==> src/hw/rtl/postings_list_delta_encoder_assert.svh <==
// assertion macros used by the postings encoder rtl
`ifndef POSTINGS_LIST_DELTA_ENCODER_ASSERT_SVH
`define POSTINGS_LIST_DELTA_ENCODER_ASSERT_SVH

// same-cycle implication, checked outside reset
`define PLD_ASSERT_NOW(label, clk, rst_n, ante, cons) \
    label: assert property (@(posedge clk) disable iff (!(rst_n)) (ante) |-> (cons)) \
        else $error("pld same-cycle check failed");

// next-cycle implication, checked outside reset
`define PLD_ASSERT_NEXT(label, clk, rst_n, ante, cons) \
    label: assert property (@(posedge clk) disable iff (!(rst_n)) (ante) |=> (cons)) \
        else $error("pld next-cycle check failed");

`endif

==> src/hw/rtl/pld_pkg.sv <==
// types and constants for the postings list delta encoder
package pld_pkg;

    localparam int unsigned NUM_SLOTS  = 7;
    localparam int unsigned SLOT_W     = 3;
    localparam int unsigned OFF_W      = 5;
    localparam logic [31:0] WORD_BYTES = 32'd4;
    localparam logic [47:0] COUNT_MAX  = 48'hFFFF_FFFF_FFFF;

    // input item kinds
    localparam logic KIND_OCCURRENCE = 1'b0;
    localparam logic KIND_END        = 1'b1;

    // write kinds
    localparam logic [1:0] WK_FRESH  = 2'd0;
    localparam logic [1:0] WK_PATCH  = 2'd1;
    localparam logic [1:0] WK_LENGTH = 2'd2;

    // fixed order of the writes one item may cause
    localparam logic [SLOT_W-1:0] SLOT_FREQ_PATCH  = 3'd0;
    localparam logic [SLOT_W-1:0] SLOT_COUNT_PATCH = 3'd1;
    localparam logic [SLOT_W-1:0] SLOT_LENGTH      = 3'd2;
    localparam logic [SLOT_W-1:0] SLOT_COUNT_HOLD  = 3'd3;
    localparam logic [SLOT_W-1:0] SLOT_DOC_DELTA   = 3'd4;
    localparam logic [SLOT_W-1:0] SLOT_FREQ_HOLD   = 3'd5;
    localparam logic [SLOT_W-1:0] SLOT_POS_DELTA   = 3'd6;

    typedef struct packed {
        logic        kind;
        logic [63:0] term_hash;
        logic [31:0] doc_id;
        logic [31:0] word_position;
    } t_in_item;

    typedef struct packed {
        logic [31:0] write_address;
        logic [31:0] write_value;
        logic [1:0]  write_kind;
        logic        last;
        logic [47:0] postings_so_far;
    } t_out_item;

    typedef struct packed {
        logic [31:0] addr;
        logic [31:0] value;
        logic [1:0]  kind;
    } t_write;

    typedef struct packed {
        logic [63:0] open_term;
        logic        term_active;
        logic        doc_active;
        logic [31:0] open_doc;
        logic [31:0] previous_doc;
        logic [31:0] previous_position;
        logic [31:0] docs_in_term;
        logic [31:0] hits_in_doc;
        logic [31:0] freq_slot_address;
        logic [31:0] block_start;
        logic [31:0] next_free_address;
        logic [47:0] postings_count;
    } t_state;

endpackage

==> src/hw/rtl/pld_plan.sv <==
// per-item write plan and next encoder state
module pld_plan (
    input  pld_pkg::t_state                      i_state,
    input  pld_pkg::t_in_item                    i_item,
    output logic [pld_pkg::NUM_SLOTS-1:0]        o_enable,
    output pld_pkg::t_write [pld_pkg::NUM_SLOTS-1:0] o_writes,
    output pld_pkg::t_state                      o_state_next
);
    import pld_pkg::*;

    logic             occ;
    logic             close_blk;
    logic             open_blk;
    logic             new_doc;
    logic             freq_patch;
    logic [31:0]      nf0;
    logic [OFF_W-1:0] off_open;
    logic [OFF_W-1:0] off_doc;
    logic [OFF_W-1:0] off_pos;
    logic [31:0]      prev_doc_eff;
    logic [31:0]      prev_pos_eff;
    logic [31:0]      docs_eff;
    logic [47:0]      count_next;

    always_comb begin
        occ        = (i_item.kind == KIND_OCCURRENCE);
        close_blk  = i_state.term_active &&
                     (!occ || (i_item.term_hash != i_state.open_term));
        open_blk   = occ && (!i_state.term_active || close_blk);
        new_doc    = occ && (open_blk || !i_state.doc_active ||
                     (i_item.doc_id != i_state.open_doc));
        // old document frequency goes out on a block close or a document change
        freq_patch = i_state.doc_active && (close_blk || new_doc);

        nf0      = i_state.next_free_address;
        off_open = close_blk ? OFF_W'(4) : OFF_W'(0);
        off_doc  = off_open + (open_blk ? OFF_W'(4) : OFF_W'(0));
        off_pos  = off_doc + (new_doc ? OFF_W'(8) : OFF_W'(0));

        prev_doc_eff = open_blk ? 32'd0 : i_state.previous_doc;
        prev_pos_eff = new_doc ? 32'd0 : i_state.previous_position;
        docs_eff     = open_blk ? 32'd0 : i_state.docs_in_term;

        if (occ && (i_state.postings_count != COUNT_MAX)) begin
            count_next = i_state.postings_count + 48'd1;
        end else begin
            count_next = i_state.postings_count;
        end

        o_enable = '0;
        o_enable[SLOT_FREQ_PATCH]  = freq_patch;
        o_enable[SLOT_COUNT_PATCH] = close_blk;
        o_enable[SLOT_LENGTH]      = close_blk;
        o_enable[SLOT_COUNT_HOLD]  = open_blk;
        o_enable[SLOT_DOC_DELTA]   = new_doc;
        o_enable[SLOT_FREQ_HOLD]   = new_doc;
        o_enable[SLOT_POS_DELTA]   = occ;

        o_writes[SLOT_FREQ_PATCH]  = '{addr: i_state.freq_slot_address,
                                       value: i_state.hits_in_doc, kind: WK_PATCH};
        o_writes[SLOT_COUNT_PATCH] = '{addr: i_state.block_start + WORD_BYTES,
                                       value: i_state.docs_in_term, kind: WK_PATCH};
        o_writes[SLOT_LENGTH]      = '{addr: i_state.block_start,
                                       value: nf0 - i_state.block_start - WORD_BYTES,
                                       kind: WK_LENGTH};
        o_writes[SLOT_COUNT_HOLD]  = '{addr: nf0 + 32'(off_open), value: 32'd0,
                                       kind: WK_FRESH};
        o_writes[SLOT_DOC_DELTA]   = '{addr: nf0 + 32'(off_doc),
                                       value: i_item.doc_id - prev_doc_eff, kind: WK_FRESH};
        o_writes[SLOT_FREQ_HOLD]   = '{addr: nf0 + 32'(off_doc) + WORD_BYTES,
                                       value: 32'd0, kind: WK_FRESH};
        o_writes[SLOT_POS_DELTA]   = '{addr: nf0 + 32'(off_pos),
                                       value: i_item.word_position - prev_pos_eff,
                                       kind: WK_FRESH};

        o_state_next = i_state;
        o_state_next.postings_count = count_next;
        if (close_blk) begin
            o_state_next.block_start = nf0;
            o_state_next.term_active = 1'b0;
            o_state_next.doc_active  = 1'b0;
        end
        if (occ) begin
            o_state_next.term_active       = 1'b1;
            o_state_next.doc_active        = 1'b1;
            o_state_next.previous_position = i_item.word_position;
            o_state_next.hits_in_doc       = new_doc ? 32'd1 : i_state.hits_in_doc + 32'd1;
            o_state_next.next_free_address = nf0 + 32'(off_pos) + WORD_BYTES;
        end else begin
            o_state_next.next_free_address = nf0 + 32'(off_open);
        end
        if (open_blk) begin
            o_state_next.open_term    = i_item.term_hash;
            o_state_next.docs_in_term = 32'd0;
            o_state_next.previous_doc = 32'd0;
        end
        if (new_doc) begin
            o_state_next.open_doc          = i_item.doc_id;
            o_state_next.previous_doc      = i_item.doc_id;
            o_state_next.docs_in_term      = docs_eff + 32'd1;
            o_state_next.freq_slot_address = nf0 + 32'(off_doc) + WORD_BYTES;
        end
    end

endmodule

==> src/hw/rtl/postings_list_delta_encoder.sv <==
// postings list delta encoder top level
//
//  channel | direction | handshake                  | payload
//  in      | input     | i_in_valid / o_in_stall    | i_in_item  (pld_pkg::t_in_item)
//  out     | output    | o_out_valid / i_out_stall  | o_out_item (pld_pkg::t_out_item)
//
// an accepted item sits in the input register; the plan logic lists the up to seven
// writes it causes and, each cycle the output is free, one moves into the output register
// an item causes one write per enabled slot (1 for a plain occurrence, up to 7 on
// a term change); an end marker with no open term retires without writing anything
// the single output register sets the pace: one write per cycle while the output is not stalled
// reset clears the encoder state (next free address to 4) and both valid flags
// a stalled output holds its transfer and back-pressures the input register
`include "postings_list_delta_encoder_assert.svh"

module postings_list_delta_encoder (
    input  logic               i_clk,
    input  logic               i_rst_n,
    input  logic               i_in_valid,
    input  pld_pkg::t_in_item  i_in_item,
    output logic               o_in_stall,
    output logic               o_out_valid,
    output pld_pkg::t_out_item o_out_item,
    input  logic               i_out_stall
);
    import pld_pkg::*;

    // input register and the slot cursor inside the current item
    logic                r_in_valid;
    t_in_item            r_item;
    logic [SLOT_W-1:0]   r_slot;
    t_state              r_state;

    // output register
    logic                r_out_valid;
    t_out_item           r_out_item;

    // plan for the held item
    logic [NUM_SLOTS-1:0] plan_enable;
    t_write [NUM_SLOTS-1:0] plan_writes;
    t_state               n_state;

    // slot selection
    logic [NUM_SLOTS-1:0] remain;
    logic [NUM_SLOTS-1:0] remain_after;
    logic [SLOT_W-1:0]    sel;
    logic                 any_left;
    logic                 is_last;
    logic                 out_free;
    logic                 emit;
    logic                 done;
    logic                 in_take;

    pld_plan u_plan (
        .i_state      (r_state),
        .i_item       (r_item),
        .o_enable     (plan_enable),
        .o_writes     (plan_writes),
        .o_state_next (n_state)
    );

    always_comb begin
        // writes not yet sent for this item
        for (int i = 0; i < NUM_SLOTS; i++) begin
            remain[i] = plan_enable[i] && (SLOT_W'(i) >= r_slot);
        end
        // lowest pending slot goes next
        sel = '0;
        for (int i = NUM_SLOTS - 1; i >= 0; i--) begin
            if (remain[i]) begin
                sel = SLOT_W'(i);
            end
        end
        any_left     = |remain;
        remain_after = remain;
        remain_after[sel] = 1'b0;
        is_last      = (remain_after == '0);

        out_free = !r_out_valid || !i_out_stall;
        emit     = r_in_valid && any_left && out_free;
        // item retires on its final write transfer, or at once if it writes nothing
        done     = r_in_valid && (!any_left || (emit && is_last));
        in_take  = i_in_valid && !o_in_stall;
    end

    assign o_in_stall  = r_in_valid && !done;
    assign o_out_valid = r_out_valid;
    assign o_out_item  = r_out_item;

    always_ff @(posedge i_clk) begin
        if (!i_rst_n) begin
            r_in_valid  <= 1'b0;
            r_slot      <= '0;
            r_out_valid <= 1'b0;
            r_state     <= '{next_free_address: WORD_BYTES, default: '0};
        end else begin
            if (done) begin
                r_state <= n_state;
                r_slot  <= '0;
            end else if (emit) begin
                r_slot  <= sel + SLOT_W'(1);
            end

            if (in_take) begin
                r_in_valid <= 1'b1;
            end else if (done) begin
                r_in_valid <= 1'b0;
            end

            if (emit) begin
                r_out_valid <= 1'b1;
            end else if (!i_out_stall) begin
                r_out_valid <= 1'b0;
            end
        end
    end

    // payload registers
    always_ff @(posedge i_clk) begin
        if (in_take) begin
            r_item <= i_in_item;
        end
        if (emit) begin
            r_out_item.write_address   <= plan_writes[sel].addr;
            r_out_item.write_value     <= plan_writes[sel].value;
            r_out_item.write_kind      <= plan_writes[sel].kind;
            r_out_item.last            <= is_last;
            r_out_item.postings_so_far <= n_state.postings_count;
        end
    end

    // a cursor past the first slot means an item is still held
    `PLD_ASSERT_NOW(a_slot_needs_item, i_clk, i_rst_n, r_slot != '0, r_in_valid)
    // addresses stay word aligned
    `PLD_ASSERT_NOW(a_word_aligned, i_clk, i_rst_n, 1'b1,
        (r_state.next_free_address[1:0] == 2'b00) && (r_state.block_start[1:0] == 2'b00))
    // a retired item leaves the cursor at the first slot
    `PLD_ASSERT_NEXT(a_cursor_rewinds, i_clk, i_rst_n, done, r_slot == '0)
    // posting count never goes back
    `PLD_ASSERT_NEXT(a_count_monotonic, i_clk, i_rst_n, 1'b1,
        r_state.postings_count >= $past(r_state.postings_count))

endmodule
==> config.mk <==
export PLATFORM = sky130hd
export DESIGN_NAME = postings_list_delta_encoder
export DESIGN_NICKNAME = d
export VERILOG_FILES = /design/src/hw/rtl/pld_pkg.sv /design/src/hw/rtl/pld_plan.sv /design/src/hw/rtl/postings_list_delta_encoder.sv
export VERILOG_INCLUDE_DIRS = /design/src /design/src/hw/rtl
export SDC_FILE = /design/constraint.sdc
export NUM_CORES = 2
export LEC_CHECK = 0
export BUFFER_PORTS_ARGS = -buffer_cell sky130_fd_sc_hd__buf_4
export CAP_MARGIN = 25
export CORE_MARGIN = 3
export CORE_UTILIZATION = 40
export DETAILED_ROUTE_END_ITERATION = 10
export GPL_ROUTABILITY_DRIVEN = 0
export GPL_TIMING_DRIVEN = 0
export HOLD_SLACK_MARGIN = 0.08
export SLEW_MARGIN = 40
export SYNTH_ARGS = -nofsm -noshare
export SYNTH_HDL_FRONTEND = slang
export SYNTH_SLANG_ARGS = --single-unit
export TNS_END_PERCENT = 1
==> constraint.sdc <==
create_clock -name i_clk -period 8.61 [get_ports i_clk]
set_clock_uncertainty 0.2 [all_clocks]
set_input_delay 0 -clock i_clk [delete_from_list [all_inputs] [get_ports i_clk]]
set_output_delay 0 -clock i_clk [all_outputs]
set_load 0.02 [all_outputs]
# Word level (Yosys, flattened, before mapping)
# Cells that the tools add are included.
[op_classes]
n_addsub = 16
multipliers = 0
div = 0
n_lt_le_gt_ge = 9
eq_ne = 5
n_shift = 0
n_mux = 28
bitwise_logic = 4
reduce_logical = 42
[op_table]
columns = ["op", "count"]
rows = [
  ["two-way mux 32 bit", 7],
  ["binary-select mux 66 bit (select 3 bit)", 1],
  ["adder 32 x 3 -> 32 bit (second input constant)", 3],
  ["adder 32 x 5 -> 32 bit", 3],
  ["subtractor 32 bit", 3],
  ["two-way mux 66 bit", 1],
  ["adder 32 x 1 -> 32 bit (second input constant)", 2],
  ["inequality test 64 bit", 1],
  ["adder 48 x 1 -> 48 bit (second input constant)", 1],
  ["two-way mux 48 bit", 1],
  ["inequality test 48 bit (second input constant)", 1],
  ["inequality test 32 bit", 1],
  ["subtractor 32 x 3 -> 32 bit (second input constant)", 1],
  ["two-way mux 3 bit", 9],
  ["logical AND 1 bit", 19],
  ["adder 5 bit", 2],
  ["AND reduction 2 bit", 5],
  ["greater-or-equal comparator 3 bit (first input constant)", 3],
  ["bitwise AND 7 bit", 1],
  ["logical NOT 1 bit", 7],
  ["logical NOT 7 bit", 1],
  ["logical OR 1 bit", 7],
  ["NOT 7 bit", 1],
  ["OR reduction 7 bit", 1],
  ["13 further kinds", 22],
]
[word_totals]
register_bits = 619
latchBits = 0
mem_bits_rw = 0
mem_bits_ro = 0
input_bits = 133
out_inout_bits = 117
elab_cells = 128
n_memories = 0

# Logic depth before layout (Yosys ltp)
[logic_depth]
ltp_word = 30
ltp_mapped = 23
mapped_depth_nobuf = 21

# Cells and area by module
# A second synthesis with hierarchy kept.
[hier_totals]
cells_unflattened = 5252
area_unflattened_um2 = 43758.2
[by_module_without_submodules]
columns = ["mod", "instances", "cells_each", "area_each_um2", "seq_area_each_um2"]
rows = [
  ["postings_list_delta_encoder", 1, 2547, 26977.1, 14834.2],
  ["pld_plan", 1, 2705, 16781.1, 0.0],
]

# Worst setup path before layout
# OpenSTA, ideal clock, no wires.
[synth_timing]
path_type = "flip-flop to flip-flop"
from = "register r_item[69] (netlist name)"
to = "register r_item[0] (netlist name), enable pin"
setup_time_ns = 0.631
arrival_time_ns = 7.969
required_time_ns = 7.779
path_slack_ns = -0.190
path_stages_with_launch = 10
path_buffers = 0
synth_period_minus_slack_ns = 8.800
path_cell_list = "edfxtp_1 -> xor2_1 -> a2111oi_4 -> nand4_2 -> nor4_4 -> a221oi_2 -> a2111o_1 -> nand2_1 -> nor2_1 -> nor2b_1"
[synth_via]
elab_chain_len = 29
elab_cells_between_ends = 41
cone_classes = "order compare (2); eq/ne (1); mux (8); bitwise (2); reduce/logical (28)"
[synth_lines]
columns = ["item", "line_no", "text"]
rows = [
  ["start: declaration", "postings_list_delta_encoder.sv:30", "t_in_item r_item;"],
  ["start signal: assignment", "postings_list_delta_encoder.sv:121", "r_item <= i_in_item;"],
  ["inequality test 64 bit *", "pld_plan.sv:28", "(!occ || (i_item.term_hash != i_state.open_term));"],
  ["logical OR 1 bit *", "pld_plan.sv:28", ""],
  ["logical AND 1 bit *", "pld_plan.sv:27", "close_blk = i_state.term_active &&"],
  ["logical OR 1 bit", "pld_plan.sv:29", "open_blk = occ && (!i_state.term_active || close_blk);"],
  ["logical AND 1 bit", "pld_plan.sv:29", ""],
  ["logical OR 1 bit (2 in a row)", "pld_plan.sv:30", "new_doc = occ && (open_blk || !i_state.doc_active ||"],
  ["logical AND 1 bit", "pld_plan.sv:30", ""],
  ["logical AND 1 bit", "postings_list_delta_encoder.sv:65", "remain[i] = plan_enable[i] && (SLOT_W'(i) >= r_slot);"],
  ["[14 not listed]", "--", ""],
  ["logical OR 1 bit *", "postings_list_delta_encoder.sv:82", "done = r_in_valid && (!any_left || (emit && is_last));"],
  ["logical AND 1 bit *", "postings_list_delta_encoder.sv:82", ""],
  ["logical NOT 1 bit *", "postings_list_delta_encoder.sv:86", "assign o_in_stall = r_in_valid && !done;"],
  ["logical AND 1 bit *", "postings_list_delta_encoder.sv:86", ""],
  ["net o_in_stall", "postings_list_delta_encoder.sv:21", "output logic o_in_stall,"],
  ["logical NOT 1 bit *", "postings_list_delta_encoder.sv:83", "in_take = i_in_valid && !o_in_stall;"],
  ["logical AND 1 bit *", "postings_list_delta_encoder.sv:83", ""],
  ["net in_take", "postings_list_delta_encoder.sv:52", "logic in_take;"],
]
# The timed path passes the listed nets; every way through them passes the cells marked *.
# A chain may end at the register's enable or synchronous reset.

# Final worst setup path
[layout_timing]
from = "register r_item[91] (netlist name)"
to = "register r_out_item (netlist bit o_out_item[114]), data pin"
[layout_via]
elab_chain_len = 17
elab_cells_between_ends = 33
cone_classes = "add/sub (6); eq/ne (1); mux (11); reduce/logical (15)"
[layout_lines]
columns = ["item", "line_no", "text"]
rows = [
  ["inequality test 64 bit *", "pld_plan.sv:28", ""],
  ["logical OR 1 bit *", "pld_plan.sv:28", ""],
  ["logical AND 1 bit *", "pld_plan.sv:27", ""],
  ["branches (longest 12 deep; another with adder 32 x 5 -> 32 bit)", "--", ""],
  ["binary-select mux 66 bit (select 3 bit) *", "postings_list_delta_encoder.sv:124", "r_out_item.write_address <= plan_writes[sel].addr;"],
  ["two-way mux 66 bit *", "--", ""],
  ["end: declaration", "postings_list_delta_encoder.sv:36", "t_out_item r_out_item;"],
]
# Mark *: on every way between the ends. The select of a mux whose other input is x is not followed.

==> impl_metrics.env <==
export IMPL_startpoint_of_the_worst_register_to_register_path="r_item[91]$_DFFE_PP_"
export IMPL_r2r_worst_path_cells=23
export IMPL_hold_slack_ns=0.203
export IMPL_grt_start_max_net_pins=22
export IMPL_tritoncts_num_sinks=610
export IMPL_postLayoutCellArea_um2=43600
export IMPL_root_buffer="clkbuf_16"
export IMPL_outcome="complete, no violations"
export IMPL_power_switching_w=0.00231
export IMPL_drive_above_1_share_pct=11.7
export IMPL_finalSetupViolCount=0
export IMPL_cp_end_kind="flop"
export IMPL_yosysUniqueCellTypes=92
export IMPL_synth_simple_area_share_pct=19.7
export IMPL_cts_buffer_depth=3
export IMPL_path_class="flop to flop"
export IMPL_required_time_reported_for_the_critical_path_endpoint_ns=8.69
export IMPL_start_util_pct=40.6
export IMPL_globalRouteOverflowTotal=0
export IMPL_placed_cell_area_um2=38500
export IMPL_core_rowCount=107
export IMPL_tritoncts="yes"
export IMPL_synth_compound_area_share_pct=15.3
export IMPL_max_slew_margin_pct=34.4
export IMPL_synth_area_per_cell_um2=8.88
export IMPL_worstMarginPinSlew_ns=0.984
export IMPL_whs_endpoint="o_out_item[55]$_DFFE_PP_"
export IMPL_die_area_um2=90700
export IMPL_cts_htree_levels=3
export IMPL_core_um2=85800
export IMPL_power_frac_clock_pct=41.2
export IMPL_vias_per_cell=5.73
export IMPL_power_per_cell_area_nw_per_um2=181
export IMPL_clk_slew_on_worst_s_h_paths_ns=0.07
export IMPL_rsz0062_at_grt="false"
export IMPL_cp_cell_sequence="xor2_1 -> nor4_1 -> nand4_1 -> nor3_4 -> nand3_1 -> nand2_1 -> inv_2 -> buf_1 -> ha_1 -> ha_1 -> inv_1 -> fa_1 -> nand3b_1 -> clkbuf_1 -> o21ai_0 -> a2bb2oi_1 -> nand4_1 -> nor4_4 -> nand4b_1 -> nor3b_1 -> xnor2_1 -> nand2_1 -> o2111ai_1"
export IMPL_setup_worst_path_start_class="flop"
export IMPL_final_cell_count_no_fill=5733
export IMPL_synth_edf_count=242
export IMPL_dominantRegCellSynth="dfxtp_1"
export IMPL_fp_dieW_um=301
export IMPL_post_place_cells=5331
export IMPL_synth_area_mux_share_pct=2.67
export IMPL_place_port_buffers=246
export IMPL_critical_path_max_fanout=10
export IMPL_antenna_found_initial=3
export IMPL_power_internal_w=0.00558
export IMPL_final_min_period_over_clock_period_pct=93.0
export IMPL_mappedNetlistArea_um2=34900
export IMPL_detail_route_first_pass_iterations=10
export IMPL_post_cts_repair_setup_buffers=0
export IMPL_detailroute_via_count=32900
export IMPL_irDropWorstVdd_mv=0.139
export IMPL_critPathSlowestCell="nor4_4"
export IMPL_io_pins=250
export IMPL_critical_path_top_delay_family="simple AND/OR/NAND/NOR gates"
export IMPL_dieHeight_um=301
export IMPL_global_route_usage_total_pct=28.0
export IMPL_ctsHoldBuffers=263
export IMPL_wire_length_of_the_first_global_routing_pass_mm=193
export IMPL_synthAdderAreaFrac_pct=5.21
export IMPL_final_antenna_net_count=0
export IMPL_finalNetCount=4801
export IMPL_synth_xor_area_share_pct=10.9
export IMPL_post_route_util_pct=50.9
export IMPL_proportion_of_synthesized_flip_flops_having_asynchronous_set_or_reset_pct=0
export IMPL_clock_latency_ns=0.63
export IMPL_postSynthRegisterBits=610
export IMPL_hold_violations=0
export IMPL_regToRegSetupSlack_ns=0.60
export IMPL_drt_iter0_markers=3963
export IMPL_layout_cells_most_common="nand2_1"
export IMPL_drc=0
export IMPL_number_of_global_route_vias_before_repair=31000
export IMPL_synth_top_family_by_area="simple AND/OR/NAND/NOR gates"
export IMPL_finalWorstPathRequiredPeriod_ns=8.01
export IMPL_maxClockFrequency_mhz=125
export IMPL_numCtsBuffers=72
export IMPL_cp_buffers_inverters=4
export IMPL_syn2layout_area_growth_pct=25.2
export IMPL_postCtsResizedCells=0
export IMPL_worst_ep_arrival_time_ns=8.09
export IMPL_synth_seq_area_share_pct=42.0
export IMPL_max_cap_violations=0
export IMPL_drt_total_wl_mm=131
export IMPL_post_drt_wl_per_cell_um=22.8
export IMPL_synthCells=3923
export IMPL_layout_cells_most_common_list="nand2_1, dfxtp_1, nor2_1"
export IMPL_reg2reg_to="o_out_item[114]$_DFFE_PP_"
export IMPL_hold_depth=3
export IMPL_power_combinational_fraction_pct=18.0
export IMPL_total_leakage_power_nw=16.6
export IMPL_holdCritStartpoint="i_out_stall"
export IMPL_dpl_hpwl_mm=95.1
export IMPL_yosys_warnings=0
export IMPL_hold_path_class="primary input to flop"
export IMPL_largest_stage_delay_on_the_critical_path_ns=0.69
export IMPL_swShare_pct=29.3
export IMPL_seqPwrFrac_pct=40.9
export IMPL_maxSlewViolCount=0
synth_stat cells, drive strengths merged (68+ instances only):
master	n	area, um2
ha	137	1710
nand2	553	2080
edfxtp	242	7270
nand4	68	444
xor2	216	1890
nor2	351	1320
dfxtp	368	7370
nand3	126	646
nor3	82	448
buf	73	365
clkbuf	144	541
a21oi	312	1580
mux2i	85	851
xnor2	219	1920
o21ai	136	681
inv	141	529
worst reg2reg max path, cell delays in order, from the launching register on:
cell and delay, ns:
edfxtp_1 0.42, xor2_1 0.18, nor4_1 0.47, nand4_1 0.23, nor3_4 0.49, nand3_1 0.27
nand2_1 0.26, inv_2 0.16, buf_1 0.38, ha_1 0.41, ha_1 0.27, inv_1 0.10
fa_1 0.33, nand3b_1 0.23, clkbuf_1 0.41, o21ai_0 0.19, a2bb2oi_1 0.40, nand4_1 0.34
nor4_4 0.69, nand4b_1 0.30, nor3b_1 0.50, xnor2_1 0.16, nand2_1 0.10, o2111ai_1 0.23
metal layers:
layer | up-vias | track usage, % | routed length (um)
met2 | 1811 | 44.6 | 58300
met4 | 2 | 13.1 | 6980
met3 | 397 | 5.67 | 13100
li1 | 15200 | - | -
met5 | - | 0.487 | 47
met1 | 15500 | 36.4 | 52500
layout make-up:
type	instances	area, um2
clock inverters	37	468
well taps	1144	1430
fillers	8007	42200
multi-input cells	2950	18800
diodes	4	10.0
flip-flops and latches	610	14600
clock buffers	96	2010
repair buffers	528	4760
plain buffers	217	940
inverters	147	552
worst max path at each step:
stage	startpoint	end	slack, ns	cells past startpoint
4_1_cts	r_item[91]$_DFFE_PP_	o_out_item[114]$_DFFE_PP_	0.80	23
5_1_grt	r_item[109]$_DFFE_PP_	o_out_item[114]$_DFFE_PP_	0.26	23
3_3_place_gp	r_item[62]$_DFFE_PP_	r_slot[1]$_SDFFE_PP0P_	-4.47	9
3_5_place_dp	r_item[91]$_DFFE_PP_	o_out_item[114]$_DFFE_PP_	0.82	23
6_report	r_item[91]$_DFFE_PP_	o_out_item[114]$_DFFE_PP_	0.60	23
2_1_floorplan	r_item[38]$_DFFE_PP_	r_slot[1]$_SDFFE_PP0P_	0.22	9
sequential cells by signal (all words and copies together), names as in the netlist:
signal / cells
r_state: 363
r_item: 129
o_out_item: 113
r_slot: 3
o_out_valid: 1
r_in_valid: 1
power groups by stage:
stage	Combinational, W	Clock (W)	Sequential, W
after floorplan	0.000713	0	0.00333
after global placement	0.00125	0	0.00331
after detailed placement	0.00128	0	0.00329
after CTS	0.00138	0.00329	0.00322
after global routing	0.00150	0.00342	0.00324
final	0.00142	0.00325	0.00322
cells by family after synthesis:
logic type / count (synthesis)
other cells: 1
flops: 610
compound gates: 820
simple gates: 1459
buf+inv: 364
fa+ha+maj: 142
xor+xnor: 435
mux: 92
through the flow:
step,power (W),setup slack [ns],TNS [ns]
floorplan,0.00404,0.216,0
finish,0.00789,0.599,0
global route,0.00815,0.259,0
detailed placement,0.00456,0.825,0
global placement,0.00455,-4.47,-542.49
CTS,0.00789,0.802,0
(Power assumes the default switching activity.)
